### src/design/tgad_pkg.sv
// Shared types and constants of the TGA stream decoder.
`timescale 1ns / 1ps
`default_nettype none
package tgad_pkg;

   typedef enum logic [1:0] {
      PH_IDLE,
      PH_HEADER,
      PH_PACKET,
      PH_PIXEL
   } phase_type;

   typedef enum logic [2:0] {
      STATUS_HEADER_OK = 3'd0,
      STATUS_PIXEL     = 3'd1,
      STATUS_BAD_TYPE  = 3'd2,
      STATUS_BAD_SIZE  = 3'd3,
      STATUS_OVERFLOW  = 3'd4,
      STATUS_TRUNCATED = 3'd5
   } status_type;

   typedef struct packed {
      status_type  status;
      logic [7:0]  red;
      logic [7:0]  green;
      logic [7:0]  blue;
      logic [7:0]  alpha;
      logic        has_alpha;
      logic [7:0]  run_length;
      logic        image_done;
      logic [15:0] image_width;
      logic [15:0] image_height;
   } rsp_item_type;

   // up to two results per input beat, item0 always filled first
   typedef struct packed {
      logic         push0;
      logic         push1;
      rsp_item_type item0;
      rsp_item_type item1;
   } push_type;

   // header byte positions
   localparam logic [4:0] HDR_TYPE_POS  = 5'd2;
   localparam logic [4:0] HDR_ID_LEN    = 5'd12;
   localparam logic [4:0] HDR_WIDTH_LO  = 5'd12;
   localparam logic [4:0] HDR_WIDTH_HI  = 5'd13;
   localparam logic [4:0] HDR_HEIGHT_LO = 5'd14;
   localparam logic [4:0] HDR_HEIGHT_HI = 5'd15;
   localparam logic [4:0] HDR_BPP_POS   = 5'd16;

   localparam logic [7:0] TYPE_RAW        = 8'd2;
   localparam logic [7:0] TYPE_RLE        = 8'd10;
   localparam logic [7:0] BPP_24          = 8'd24;
   localparam logic [7:0] BPP_32          = 8'd32;
   localparam logic [7:0] RLE_REPEAT_FLAG = 8'd128;
   localparam logic [7:0] RLE_REPEAT_BIAS = 8'd127;

   // result queue
   localparam int          RSP_DEPTH    = 4;
   localparam int          RSP_PTR_W    = $clog2(RSP_DEPTH);
   localparam int          RSP_CNT_W    = $clog2(RSP_DEPTH + 1);
   localparam logic [RSP_CNT_W-1:0] RSP_ROOM_LIMIT = RSP_CNT_W'(RSP_DEPTH - 2);

endpackage
`default_nettype wire

### src/design/tgad_if.sv
// Stream channel interfaces: file bytes in, decoded results out.
`timescale 1ns / 1ps
`default_nettype none
interface tgad_req_if;
   logic       valid;
   logic       ready;
   logic [7:0] data_byte;
   logic       start_of_file;
   logic       end_of_file;

   modport source (output valid, output data_byte, output start_of_file,
                   output end_of_file, input ready);
   modport sink (input valid, input data_byte, input start_of_file,
                 input end_of_file, output ready);
   modport monitor (input valid, input ready, input data_byte, input start_of_file,
                    input end_of_file);
endinterface

interface tgad_rsp_if;
   logic        valid;
   logic        ready;
   logic [2:0]  status;
   logic [7:0]  red;
   logic [7:0]  green;
   logic [7:0]  blue;
   logic [7:0]  alpha;
   logic        has_alpha;
   logic [7:0]  run_length;
   logic        image_done;
   logic [15:0] image_width;
   logic [15:0] image_height;

   modport source (output valid, output status, output red, output green,
                   output blue, output alpha, output has_alpha, output run_length,
                   output image_done, output image_width, output image_height,
                   input ready);
   modport sink (input valid, input status, input red, input green, input blue,
                 input alpha, input has_alpha, input run_length, input image_done,
                 input image_width, input image_height, output ready);
   modport monitor (input valid, input ready, input status, input red, input green,
                    input blue, input alpha, input has_alpha, input run_length,
                    input image_done, input image_width, input image_height);
endinterface
`default_nettype wire

### src/design/tga_stream_decoder.sv
// TGA stream decoder top level: byte parser feeding a result queue.
//
//   channel   dir  beat                                     accept
//   req_chan  in   data_byte, start_of_file, end_of_file    valid && ready
//   rsp_chan  out  status, colour, run_length, done, size   valid && ready
//
// One byte is taken every cycle while req_chan.ready is high; its results are
// written to the queue at the same clock edge and show on rsp_chan once the
// entries ahead of them have drained. A byte gives at most two results; the queue
// drains one per cycle while rsp_chan.ready is high, so req_chan.ready drops only
// while fewer than two of its four entries are free. Reset clears parser and queue
// control; the queue entries and the three held colour bytes carry no reset.
`timescale 1ns / 1ps
`default_nettype none
module tga_stream_decoder
   import tgad_pkg::*;
(
   input wire logic clock,
   input wire logic reset,
   tgad_req_if.sink   req_chan,
   tgad_rsp_if.source rsp_chan
);

   push_type     push;
   logic         room;
   logic         beat_valid;
   rsp_item_type head;

   assign req_chan.ready = room;
   assign beat_valid     = req_chan.valid && room;

   tgad_parser u_parser (
      .clock         (clock),
      .reset         (reset),
      .beat_valid    (beat_valid),
      .data_byte     (req_chan.data_byte),
      .start_of_file (req_chan.start_of_file),
      .end_of_file   (req_chan.end_of_file),
      .push          (push)
   );

   tgad_rsp_fifo u_rsp_fifo (
      .clock     (clock),
      .reset     (reset),
      .push      (push),
      .room      (room),
      .out_valid (rsp_chan.valid),
      .out_ready (rsp_chan.ready),
      .out_item  (head)
   );

   assign rsp_chan.status       = head.status;
   assign rsp_chan.red          = head.red;
   assign rsp_chan.green        = head.green;
   assign rsp_chan.blue         = head.blue;
   assign rsp_chan.alpha        = head.alpha;
   assign rsp_chan.has_alpha    = head.has_alpha;
   assign rsp_chan.run_length   = head.run_length;
   assign rsp_chan.image_done   = head.image_done;
   assign rsp_chan.image_width  = head.image_width;
   assign rsp_chan.image_height = head.image_height;

endmodule
`default_nettype wire

### src/design/tgad_parser.sv
// Byte parser: header check, packet decode and pixel assembly, one byte per beat.
`timescale 1ns / 1ps
`default_nettype none
module tgad_parser
   import tgad_pkg::*;
(
   input  wire logic       clock,
   input  wire logic       reset,
   input  wire logic       beat_valid,
   input  wire logic [7:0] data_byte,
   input  wire logic       start_of_file,
   input  wire logic       end_of_file,
   output push_type        push
);

   phase_type   phase_ff, phase_in;
   logic [4:0]  hpos_ff, hpos_in;
   logic        rle_ff, rle_in;
   logic [15:0] width_ff, width_in;
   logic [15:0] height_ff, height_in;
   logic        four_ff, four_in;
   logic [31:0] remain_ff, remain_in;
   logic        repeat_ff, repeat_in;
   logic [7:0]  left_ff, left_in;
   logic [1:0]  bip_ff, bip_in;
   logic [7:0]  held_ff [3];
   logic        held_we;
   logic [1:0]  held_idx;

   always_ff @(posedge clock) begin
      if (reset) begin
         phase_ff  <= PH_IDLE;
         hpos_ff   <= '0;
         rle_ff    <= 1'b0;
         width_ff  <= '0;
         height_ff <= '0;
         four_ff   <= 1'b0;
         remain_ff <= '0;
         repeat_ff <= 1'b0;
         left_ff   <= '0;
         bip_ff    <= '0;
      end else begin
         phase_ff  <= phase_in;
         hpos_ff   <= hpos_in;
         rle_ff    <= rle_in;
         width_ff  <= width_in;
         height_ff <= height_in;
         four_ff   <= four_in;
         remain_ff <= remain_in;
         repeat_ff <= repeat_in;
         left_ff   <= left_in;
         bip_ff    <= bip_in;
      end
   end

   always_ff @(posedge clock) begin
      if (held_we) begin
         held_ff[held_idx] <= data_byte;
      end
   end

   always_comb begin
      logic       bad;
      logic [7:0] run;
      logic [7:0] left_after;
      logic       overflow;
      logic       done;
      logic [1:0] last_byte;

      bad        = 1'b0;
      run        = '0;
      left_after = '0;
      overflow   = 1'b0;
      done       = 1'b0;
      last_byte  = '0;

      phase_in  = phase_ff;
      hpos_in   = hpos_ff;
      rle_in    = rle_ff;
      width_in  = width_ff;
      height_in = height_ff;
      four_in   = four_ff;
      remain_in = remain_ff;
      repeat_in = repeat_ff;
      left_in   = left_ff;
      bip_in    = bip_ff;
      held_we   = 1'b0;
      held_idx  = bip_ff;
      push      = '0;

      if (beat_valid) begin
         // restart drops whatever file was in progress
         if (start_of_file) begin
            phase_in  = PH_HEADER;
            hpos_in   = '0;
            rle_in    = 1'b0;
            width_in  = '0;
            height_in = '0;
            four_in   = 1'b0;
            remain_in = '0;
            repeat_in = 1'b0;
            left_in   = '0;
            bip_in    = '0;
         end

         case (phase_in)
            PH_HEADER: begin
               if (hpos_in < HDR_ID_LEN) begin
                  if (hpos_in == HDR_TYPE_POS) begin
                     bad    = !(data_byte == TYPE_RAW || data_byte == TYPE_RLE);
                     rle_in = (data_byte == TYPE_RLE);
                  end else begin
                     bad = (data_byte != 8'd0);
                  end
                  if (bad) begin
                     push.push0        = 1'b1;
                     push.item0.status = STATUS_BAD_TYPE;
                     phase_in          = PH_IDLE;
                  end
               end else if (hpos_in == HDR_WIDTH_LO) begin
                  width_in = {width_in[15:8], data_byte};
               end else if (hpos_in == HDR_WIDTH_HI) begin
                  width_in = {data_byte, width_in[7:0]};
               end else if (hpos_in == HDR_HEIGHT_LO) begin
                  height_in = {height_in[15:8], data_byte};
               end else if (hpos_in == HDR_HEIGHT_HI) begin
                  height_in = {data_byte, height_in[7:0]};
               end else if (hpos_in == HDR_BPP_POS) begin
                  if (width_in == 16'd0 || height_in == 16'd0 ||
                      (data_byte != BPP_24 && data_byte != BPP_32)) begin
                     push.push0        = 1'b1;
                     push.item0.status = STATUS_BAD_SIZE;
                     phase_in          = PH_IDLE;
                  end else begin
                     four_in = (data_byte == BPP_32);
                  end
               end else begin
                  // descriptor byte: header complete
                  remain_in               = {16'd0, width_in} * {16'd0, height_in};
                  push.push0              = 1'b1;
                  push.item0.status       = STATUS_HEADER_OK;
                  push.item0.has_alpha    = four_in;
                  push.item0.image_width  = width_in;
                  push.item0.image_height = height_in;
                  bip_in    = '0;
                  repeat_in = 1'b0;
                  left_in   = '0;
                  phase_in  = rle_in ? PH_PACKET : PH_PIXEL;
               end
               if (phase_in == PH_HEADER) begin
                  hpos_in = hpos_in + 5'd1;
               end
            end
            PH_PACKET: begin
               if (data_byte < RLE_REPEAT_FLAG) begin
                  repeat_in = 1'b0;
                  left_in   = data_byte + 8'd1;
               end else begin
                  repeat_in = 1'b1;
                  left_in   = data_byte - RLE_REPEAT_BIAS;
               end
               bip_in   = '0;
               phase_in = PH_PIXEL;
            end
            PH_PIXEL: begin
               last_byte = four_in ? 2'd3 : 2'd2;
               if (bip_in < last_byte) begin
                  held_we  = 1'b1;
                  held_idx = bip_in;
                  bip_in   = bip_in + 2'd1;
               end else begin
                  bip_in = '0;
                  if (!rle_in) begin
                     run        = 8'd1;
                     left_after = '0;
                  end else if (repeat_in) begin
                     // clip the run to what the image still needs
                     if ({24'd0, left_in} < remain_in) begin
                        run = left_in;
                     end else begin
                        run = remain_in[7:0];
                     end
                     left_after = '0;
                  end else begin
                     run        = 8'd1;
                     left_after = left_in - 8'd1;
                  end
                  overflow  = rle_in && repeat_in && (left_in > run);
                  remain_in = remain_in - {24'd0, run};
                  left_in   = left_after;
                  done      = (remain_in == 32'd0);

                  push.push0             = 1'b1;
                  push.item0.status      = STATUS_PIXEL;
                  push.item0.blue        = held_ff[0];
                  push.item0.green       = held_ff[1];
                  push.item0.red         = four_in ? held_ff[2] : data_byte;
                  push.item0.alpha       = four_in ? data_byte : 8'd0;
                  push.item0.has_alpha   = four_in;
                  push.item0.run_length  = run;
                  push.item0.image_done  = done;

                  if (done) begin
                     if (rle_in && left_in != 8'd0) begin
                        overflow = 1'b1;
                     end
                     if (overflow) begin
                        push.push1        = 1'b1;
                        push.item1.status = STATUS_OVERFLOW;
                     end
                     phase_in = PH_IDLE;
                  end else if (rle_in && left_in == 8'd0) begin
                     phase_in = PH_PACKET;
                  end
               end
            end
            default: begin
               // idle: bytes without a file start are dropped
            end
         endcase

         if (end_of_file && phase_in != PH_IDLE) begin
            if (push.push0) begin
               push.push1        = 1'b1;
               push.item1.status = STATUS_TRUNCATED;
            end else begin
               push.push0        = 1'b1;
               push.item0.status = STATUS_TRUNCATED;
            end
            phase_in = PH_IDLE;
         end
      end
   end

endmodule
`default_nettype wire

### src/design/tgad_rsp_fifo.sv
// Result queue: takes up to two results per cycle, hands out one per beat.
`timescale 1ns / 1ps
`default_nettype none
module tgad_rsp_fifo
   import tgad_pkg::*;
(
   input  wire logic   clock,
   input  wire logic   reset,
   input  wire push_type push,
   output logic        room,
   output logic        out_valid,
   input  wire logic   out_ready,
   output rsp_item_type out_item
);

   rsp_item_type               entry_ff [RSP_DEPTH];
   logic [RSP_PTR_W-1:0]       wr_ptr_ff, wr_ptr_in;
   logic [RSP_PTR_W-1:0]       rd_ptr_ff, rd_ptr_in;
   logic [RSP_CNT_W-1:0]       count_ff, count_in;
   logic [RSP_PTR_W-1:0]       wr_ptr_second;
   logic                       pop;

   assign pop           = out_valid && out_ready;
   assign out_valid     = (count_ff != '0);
   assign out_item      = entry_ff[rd_ptr_ff];
   // second result lands right after the first
   assign wr_ptr_second = wr_ptr_ff + RSP_PTR_W'(push.push0);
   // keep space for the worst case of two results from the next beat
   assign room          = (count_ff <= RSP_ROOM_LIMIT);

   always_comb begin
      wr_ptr_in = wr_ptr_ff + RSP_PTR_W'(push.push0) + RSP_PTR_W'(push.push1);
      rd_ptr_in = rd_ptr_ff + RSP_PTR_W'(pop);
      count_in  = count_ff + RSP_CNT_W'(push.push0) + RSP_CNT_W'(push.push1)
                  - RSP_CNT_W'(pop);
   end

   always_ff @(posedge clock) begin
      if (reset) begin
         wr_ptr_ff <= '0;
         rd_ptr_ff <= '0;
         count_ff  <= '0;
      end else begin
         wr_ptr_ff <= wr_ptr_in;
         rd_ptr_ff <= rd_ptr_in;
         count_ff  <= count_in;
      end
   end

   always_ff @(posedge clock) begin
      if (push.push0) begin
         entry_ff[wr_ptr_ff] <= push.item0;
      end
      if (push.push1) begin
         entry_ff[wr_ptr_second] <= push.item1;
      end
   end

endmodule
`default_nettype wire

### src/flat_wrapper.sv
// flat-port wrapper written by rule: the top's interface ports become plain ports
module tga_stream_decoder_flat import tgad_pkg::*;
  (clock, reset, req_chan_valid, req_chan_data_byte, req_chan_start_of_file, req_chan_end_of_file, req_chan_ready, rsp_chan_valid, rsp_chan_status, rsp_chan_red, rsp_chan_green, rsp_chan_blue, rsp_chan_alpha, rsp_chan_has_alpha, rsp_chan_run_length, rsp_chan_image_done, rsp_chan_image_width, rsp_chan_image_height, rsp_chan_ready);
  tgad_req_if req_chan_i ();
  tgad_rsp_if rsp_chan_i ();
  input wire logic clock;
  input wire logic reset;
  input wire logic [$bits(req_chan_i.valid)-1:0] req_chan_valid;
  input wire logic [$bits(req_chan_i.data_byte)-1:0] req_chan_data_byte;
  input wire logic [$bits(req_chan_i.start_of_file)-1:0] req_chan_start_of_file;
  input wire logic [$bits(req_chan_i.end_of_file)-1:0] req_chan_end_of_file;
  output wire logic [$bits(req_chan_i.ready)-1:0] req_chan_ready;
  output wire logic [$bits(rsp_chan_i.valid)-1:0] rsp_chan_valid;
  output wire logic [$bits(rsp_chan_i.status)-1:0] rsp_chan_status;
  output wire logic [$bits(rsp_chan_i.red)-1:0] rsp_chan_red;
  output wire logic [$bits(rsp_chan_i.green)-1:0] rsp_chan_green;
  output wire logic [$bits(rsp_chan_i.blue)-1:0] rsp_chan_blue;
  output wire logic [$bits(rsp_chan_i.alpha)-1:0] rsp_chan_alpha;
  output wire logic [$bits(rsp_chan_i.has_alpha)-1:0] rsp_chan_has_alpha;
  output wire logic [$bits(rsp_chan_i.run_length)-1:0] rsp_chan_run_length;
  output wire logic [$bits(rsp_chan_i.image_done)-1:0] rsp_chan_image_done;
  output wire logic [$bits(rsp_chan_i.image_width)-1:0] rsp_chan_image_width;
  output wire logic [$bits(rsp_chan_i.image_height)-1:0] rsp_chan_image_height;
  input wire logic [$bits(rsp_chan_i.ready)-1:0] rsp_chan_ready;
  assign req_chan_i.valid = req_chan_valid;
  assign req_chan_i.data_byte = req_chan_data_byte;
  assign req_chan_i.start_of_file = req_chan_start_of_file;
  assign req_chan_i.end_of_file = req_chan_end_of_file;
  assign req_chan_ready = req_chan_i.ready;
  assign rsp_chan_valid = rsp_chan_i.valid;
  assign rsp_chan_status = rsp_chan_i.status;
  assign rsp_chan_red = rsp_chan_i.red;
  assign rsp_chan_green = rsp_chan_i.green;
  assign rsp_chan_blue = rsp_chan_i.blue;
  assign rsp_chan_alpha = rsp_chan_i.alpha;
  assign rsp_chan_has_alpha = rsp_chan_i.has_alpha;
  assign rsp_chan_run_length = rsp_chan_i.run_length;
  assign rsp_chan_image_done = rsp_chan_i.image_done;
  assign rsp_chan_image_width = rsp_chan_i.image_width;
  assign rsp_chan_image_height = rsp_chan_i.image_height;
  assign rsp_chan_i.ready = rsp_chan_ready;
  tga_stream_decoder u_core (.clock(clock), .reset(reset), .req_chan(req_chan_i), .rsp_chan(rsp_chan_i));
endmodule
### config.mk
export PLATFORM = sky130hd
export DESIGN_NAME = tga_stream_decoder_flat
export DESIGN_NICKNAME = d
export VERILOG_FILES = /design/src/design/tgad_pkg.sv /design/src/design/tgad_if.sv /design/src/design/tga_stream_decoder.sv /design/src/design/tgad_parser.sv /design/src/design/tgad_rsp_fifo.sv /design/src/flat_wrapper.sv
export SDC_FILE = /design/constraint.sdc
export NUM_CORES = 2
export LEC_CHECK = 0
export ABC_AREA = 1
export BUFFER_PORTS_ARGS = -buffer_cell sky130_fd_sc_hd__buf_2
export CAP_MARGIN = 20
export CORE_MARGIN = 2
export CORE_UTILIZATION = 25
export CTS_CLUSTER_DIAMETER = 60
export DETAILED_ROUTE_END_ITERATION = 16
export HOLD_SLACK_MARGIN = 0.03
export PLACE_DENSITY_LB_ADDON = 0.25
export SYNTH_ARGS = -nofsm -noshare
export SYNTH_HDL_FRONTEND = slang
export SYNTH_SLANG_ARGS = --single-unit
### constraint.sdc
create_clock -name clock -period 15.15 [get_ports clock]
set_input_delay 0 -clock clock [delete_from_list [all_inputs] [get_ports clock]]
set_output_delay 0 -clock clock [all_outputs]
set_load 0.03 [all_outputs]
[Word-level counts from Yosys, hierarchy flattened]
Memory sizes are Yosys's and may differ from the RTL's. A register that Yosys moved wholly into a read port is not among the register bits.
Index checks and enable logic that the tools add are counted.
Word-level totals
  input port bits: 14
  memories kept: 2
  RAM bits: 332
  logic and storage cells: 247
  output and inout bits: 79
  bits in registers: 91
Cells by class
  mux-type cells: 178
  $add $sub $neg: 12
  eq/ne operators: 15
  reductions and logical operators: 20
  $lt $le $gt $ge: 6
  $mul: 1
Memory list
  u_core.u_rsp_fifo.entry_ff: depth 4, width 77, read ports 1, clocked after Yosys merged registers in 1, write ports 2, RTL line tgad_rsp_fifo.sv:16  | rsp_item_type entry_ff [RSP_DEPTH];
  u_core.u_parser.held_ff: depth 3, width 8, read ports 3, clocked after Yosys merged registers in 0, write ports 1, RTL line tgad_parser.sv:26  | logic [7:0] held_ff [3];
Operators by type and width (count)
  $mux W32: 17
  $mux W16: 14
  $mux W8: 23
  $mux W82: 1
  $mux W2: 32
  $pmux W32 S2: 1
  $mux W1: 63
  $mux W47: 1
  $mux W3: 13
  $logic_not A16 Y1: 2
  $logic_not A32 Y1: 1
  $lt A8 B32 Y1: 1
  $mul A16 B16 Y32: 1
  $sub A32 B8 Y32: 1
  $mux W5: 5
  $pmux W8 S3: 1
  $eq A5 B4 Y1 const B: 4
  $reduce_bool A8 Y1: 2
  $pmux W2 S3: 2
  $mux W9: 1
  $add A8 B1 Y8 const B: 1
  $eq A8 B2 Y1 const B: 1
  $eq A8 B4 Y1 const B: 1
  $eq A8 B6 Y1 const B: 1
  other kinds (26): 42

[Logic depth before layout (Yosys ltp)]
  depth after elaboration: 28
  mapped depth: 51

[Cells and area by module]
A second synthesis with hierarchy kept.
Second synthesis, totals
  cells, all modules: 4563
  area, all modules: 34699.5 sq um
Modules (own cells, without submodules)
  tgad_parser: instances 1, cells each 2577, area an instance 17941.0 sq um
  tgad_rsp_fifo: instances 1, cells each 1984, area an instance 16751.1 sq um
  tga_stream_decoder: instances 1, cells each 2, area an instance 7.5 sq um

[Worst setup path before layout]
Ideal clock, no wire load.
  path kind: input to register
  from: input req_chan_start_of_file
  to: register u_core.u_parser.remain_ff[30]
  data arrival time: 6.184 ns
  required time: 15.033 ns
  stages: 34
  setup slack: 8.849 ns
  cell sequence: buf_4 > inv_2 > buf_2 > buf_2 > nand2_1 > inv_1 > clkbuf_1 > nand2_1 > fa_1 > inv_1 > fa_1 > inv_1 > fa_1 > fa_1 > inv_1 > fa_1 > inv_1 > fa_1 > inv_1 > ha_1 > a21oi_1 > inv_1 > a31oi_1 > a21boi_0 > inv_1 > nand2_1 > nand2_1 > a21boi_0 > o21bai_1 > or2_2 > nand3_1 > nand2_1 > a21oi_1 > nor2_1
Between the ends
  cells in the longest elaborated chain, start to end: 12
  elaborated cells on any way between the ends: 47
  those cells by class: add/sub (1); mul (1); order compare (3); eq/ne (7); mux (35)
RTL lines
  start, declared: RTL line flat_wrapper.sv:10  | input wire logic [$bits(req_chan_i.start_of_file)-1:0] req_chan_start_of_file;
  $mux W8 / $mux W32 (equally long branches): RTL line tgad_parser.sv:93  | if (start_of_file) begin
  $mux W8 / $mux W32 (equally long branches): RTL line tgad_parser.sv:91  | if (beat_valid) begin
  $lt A8 B32 Y1: RTL line tgad_parser.sv:178  | if ({24'd0, left_in} < remain_in) begin
  $mux W8: RTL line tgad_parser.sv:178
  $mux W8: RTL line tgad_parser.sv:176  | end else if (repeat_in) begin
  $mux W8: RTL line tgad_parser.sv:173  | if (!rle_in) begin
  $mux W8: RTL line tgad_parser.sv:167  | if (bip_in < last_byte) begin
  $mux W8: RTL line tgad_parser.sv:106  | case (phase_in)
  $mux W8: RTL line tgad_parser.sv:91
  $sub A32 B8 Y32: RTL line tgad_parser.sv:189  | remain_in = remain_in - {24'd0, run};
  $mux W32: RTL line tgad_parser.sv:167
  $pmux W32 S2 *: RTL line tgad_parser.sv:106
  end signal, assigned: RTL line tgad_parser.sv:49  | remain_ff <= remain_in;
  end, declared: RTL line tgad_parser.sv:22  | logic [31:0] remain_ff, remain_in;
Every way passes the cells marked *; elsewhere a longest branch is shown, timed or not. The select of a mux whose other input is x is not followed.
A chain may end at the register's enable or synchronous reset.

==> flow_metrics.py <==
metrics = {
    "status": {
        "status": "finished clean",
    },
    "worst_setup_path": {
        "worstSetupPathType": "input port to register",
        "crit_start": "req_chan_start_of_file",
        "path_max_fanout": 74,
        "endpoint_kind": "register",
        "required_ns": 15.74,
        "reg2reg_from": "u_core.u_parser.remain_ff[16]",
        "r2r_setup_slack_ns": 7.06,
        "crit_top_cell": "nand2_1",
        "cp_data_arrival_time_ns": 9.00,
        "reg2regPathDepth": 34,
        "cp-endpoint": "u_core.u_rsp_fifo.entry_ff[2][12]",
        "slowest_stage": "nand3_4",
        "r2r-end": "u_core.u_rsp_fifo.entry_ff[2][12]",
        "crit_path_max_incr_delay_ns": 0.94,
        "start_kind": "input port",
    },
    "global_routing": {
        "antenna_found_initial": 4,
        "grt_pass1_vias": 30240,
        "overflow": 0,
        "grt_max_degree": 122,
        "grt_pass1_wl_mm": 184.3,
        "grtUsageTotal_pct": 17.31,
    },
    "synthesis": {
        "async_flop_share_pct": 0,
        "synthFlopType": "dfxtp_1",
        "ys_top_cells_by_area": "dfxtp_1, nand2_1, fa_1",
        "synth_cells": 5078,
        "syn_nets": 5434,
        "synth-edff-count": 32,
        "synth_top_family_by_area": "simple AND/OR/NAND/NOR gates",
        "yosys.area_share.simple_pct": 29.26,
        "netlist_area_sq_um": 33030,
        "synth_top_area_share_pct": 23.70,
        "syn_avg_cell_area_sq_um": 6.504,
        "yosysUniqueCellTypes": 49,
        "synth_warnings": 0,
        "synthAdderAreaFrac_pct": 17.43,
        "synth_mux_area_share_pct": 0,
        "synth_area_leader_cell": "dfxtp_1",
        "ys_seq_elements": 423,
        "synth_compound_area_share_pct": 11.72,
        "synth-xor-area-share_pct": 0.6099,
        "seq_area_frac_synth_pct": 26.61,
    },
    "power_and_ir_drop": {
        "internal_power_uw": 3203,
        "total_power_uw": 6056,
        "power.share.sequential_pct": 29.1,
        "p_sw_uw": 2853,
        "swShare_pct": 47.11,
        "p_per_area_nw_per_um2": 163.9,
        "power.clock.fraction_pct": 22.6,
        "comb_power_share_pct": 48.3,
        "ir_drop_uv": 126.9,
        "leakage_uw": 0.02117,
    },
    "route": {
        "vias_per_cell": 4.594,
        "routed_wl_mm": 118.2,
        "vias": 31310,
        "drt_iter0_markers": 2285,
        "drtAntennaViolNets": 0,
        "drt_pass1_iterations": 5,
        "route.detailed.drc": 0,
        "avgRoutedWirePerCell_um": 17.34,
    },
    "die": {
        "core-area_sq_um": 131300,
        "ios": 93,
        "die_x_um": 367.5,
        "fp.dieArea_sq_um": 135000,
        "die_h_um": 367.5,
        "rows": 133,
        "start_util_pct": 25.16,
    },
    "placed_design": {
        "numPortBuffers": 92,
        "dp_hpwl_mm": 80.12,
        "dp.cells": 6694,
        "gp_congestion": 0.8737,
        "dpl_cell_area_sq_um": 34870,
    },
    "finish": {
        "fin_nets": 5369,
        "stdcell_count": 6815,
        "drive_gt1_share_pct": 6.128,
        "layout_common_cells": "nand2_1, inv_1, nor2_1",
        "mostFrequentLayoutCell": "nand2_1",
        "area_growth_pct": 11.86,
        "fill_cells": 14650,
        "stdcell_area_sq_um": 36940,
        "fin_util_pct": 28.14,
    },
    "sta": {
        "setup_viol": 0,
        "rsz0062_at_grt": "no",
        "slew_headroom_pct": 31.23,
        "max_freq_ghz": 0.1189,
        "fin_crit_ns": 8.411,
        "finClkSkew_ns": 0.05600,
        "post-route-period-util_pct": 55.52,
        "slew_violations": 0,
        "fin_setup_tns_ns": 0,
        "hold_viol": 0,
        "worst_slew_pin_slew_ns": 1.028,
    },
    "clock_tree": {
        "cts_buffers": 59,
        "cts_buffer_depth": 3,
        "cts-resized-gates": 0,
        "cts_tree": "yes",
        "clk_latency_ns": 0.66,
        "h-tree-depth": 2,
        "cts.root.buffer_cell": "clkbuf_16",
        "cts.sinks": 423,
        "clkTransAtPathRegs_ns": 0.06,
    },
    "run": {
        "cap_viol_max_count": 0,
    },
    "min_path": {
        "hp-class": "input port to register",
    },
}
[layer usage]
layer | vias up | GRT usage, % | wire [um]
li1 | 15520 | - | -
met4 | 4 | 3.570 | 2019
met3 | 139 | 2.298 | 5916
met2 | 766 | 28.43 | 53670
met1 | 14880 | 24.09 | 56560
met5 | - | 0 | 30
[layout make-up]
type	count	area, sq um	share of cell area (%)
Multi-Input combinational cell	3446	19560	52.95
Sequential cell	423	8792	23.80
Inverter	937	3530	9.554
Tap cell	1755	2196	5.944
Clock buffer	73	1600	4.332
Timing Repair Buffer	146	935.9	2.533
Clock inverter	34	325.3	0.8805
Antenna cell	1	2.502	0.006773
[registers in the layout, indices dropped and copies added (netlist names)]
name,flops
u_core.u_parser.phase_ff,2
u_core.u_parser.remain_ff,32
u_core.u_rsp_fifo.count_ff,3
u_core.u_parser.hpos_ff,5
u_core.u_parser.height_ff,16
u_core.u_parser.left_ff,8
u_core.u_rsp_fifo.rd_ptr_ff,2
u_core.u_rsp_fifo.entry_ff,308
u_core.u_parser.width_ff,16
u_core.u_parser.four_ff,1
u_core.u_parser.bip_ff,2
u_core.u_parser.repeat_ff,1
u_core.u_parser.held_ff,24
u_core.u_parser.rle_ff,1
u_core.u_rsp_fifo.wr_ptr_ff,2
[power groups by stage]
| stage | Sequential, uW | Combinational (uW) | Clock [uW] |
|---|---|---|---|
| 2_1_floorplan | 1720 | 2130 | 0 |
| 3_3_place_gp | 1780 | 2910 | 0 |
| 3_5_place_dp | 1780 | 2920 | 0 |
| 4_1_cts | 1760 | 2940 | 1400 |
| 5_1_grt | 1810 | 3290 | 1460 |
| 6_report | 1760 | 2920 | 1370 |
[worst min-delay path by stage]
stage                                          endpoint                   from  slack, ns  cells past startpoint
after floorplan           u_core.u_parser.held_ff[0][0]  req_chan_data_byte[0]        0.1                      0
after global placement    u_core.u_parser.held_ff[1][4]  req_chan_data_byte[4]       0.41                      1
after detailed placement    u_core.u_parser.phase_ff[1]   req_chan_end_of_file       0.42                      4
after CTS                    u_core.u_parser.hpos_ff[1]         req_chan_valid       0.05                      5
after global routing         u_core.u_parser.hpos_ff[1]         req_chan_valid       0.11                      5
final                        u_core.u_parser.left_ff[0]         req_chan_valid       0.09                      5
[worst max-delay path, delay by kind of cell]
kind,cells,cell delay (ns)
buffers and inverters,6,2.84
xor gates and xnor gates,1,0.21
and+or+nand+nor,27,4.86
adders and majority gates,2,0.78
AOI/OAI and AO/OA,1,0.18
[repair_timing]
action	in CTS	in global routing
buffers inserted	0	0
endpoints found under the setup margin	0	0
hold buffers	12	0
endpoints found under the hold margin	60	0
[metrics by stage]
| stage | hold slack, ns | worst slack (ns) |
|---|---|---|
| floorplan | 0.09887 | 8.849 |
| global placement | 0.4139 | 6.366 |
| CTS | 0.04567 | 6.856 |
| detailed placement | 0.4220 | 6.184 |
| global route | 0.1112 | 6.013 |
| finish | 0.08807 | 6.739 |
[synth_stat cells (5+ instances only)]
cell type,count
nand2_2,21
buf_1,26
edfxtp_1,32
clkbuf_1,174
o21ai_0,208
nor2_1,771
o21ai_1,7
a221oi_1,9
buf_6,12
o22ai_1,5
nand3_1,100
a21oi_1,356
buf_4,17
clkinv_1,10
xnor2_1,12
nand4_1,149
a21boi_0,5
nand3b_1,5
dfxtp_1,391
nand2_1,1279
a31oi_1,21
or2_2,11
buf_2,43
inv_2,13
fa_1,197
a211oi_1,6
o221ai_1,18
o211ai_1,56
inv_1,914
nor3_1,23
ha_1,145
xor2_1,11
[kinds of logic (layout without fill, tap and decap cells)]
logic type      after synthesis  in the layout
compound gates              704            704
flops                       423            423
xor+xnor                     23             23
fa+ha+maj                   342            342
other cells                   0              1
simple gates               2377           2377
buf+inv                    1209           1190
No activity file was read; power rests on OpenSTA's default activity.
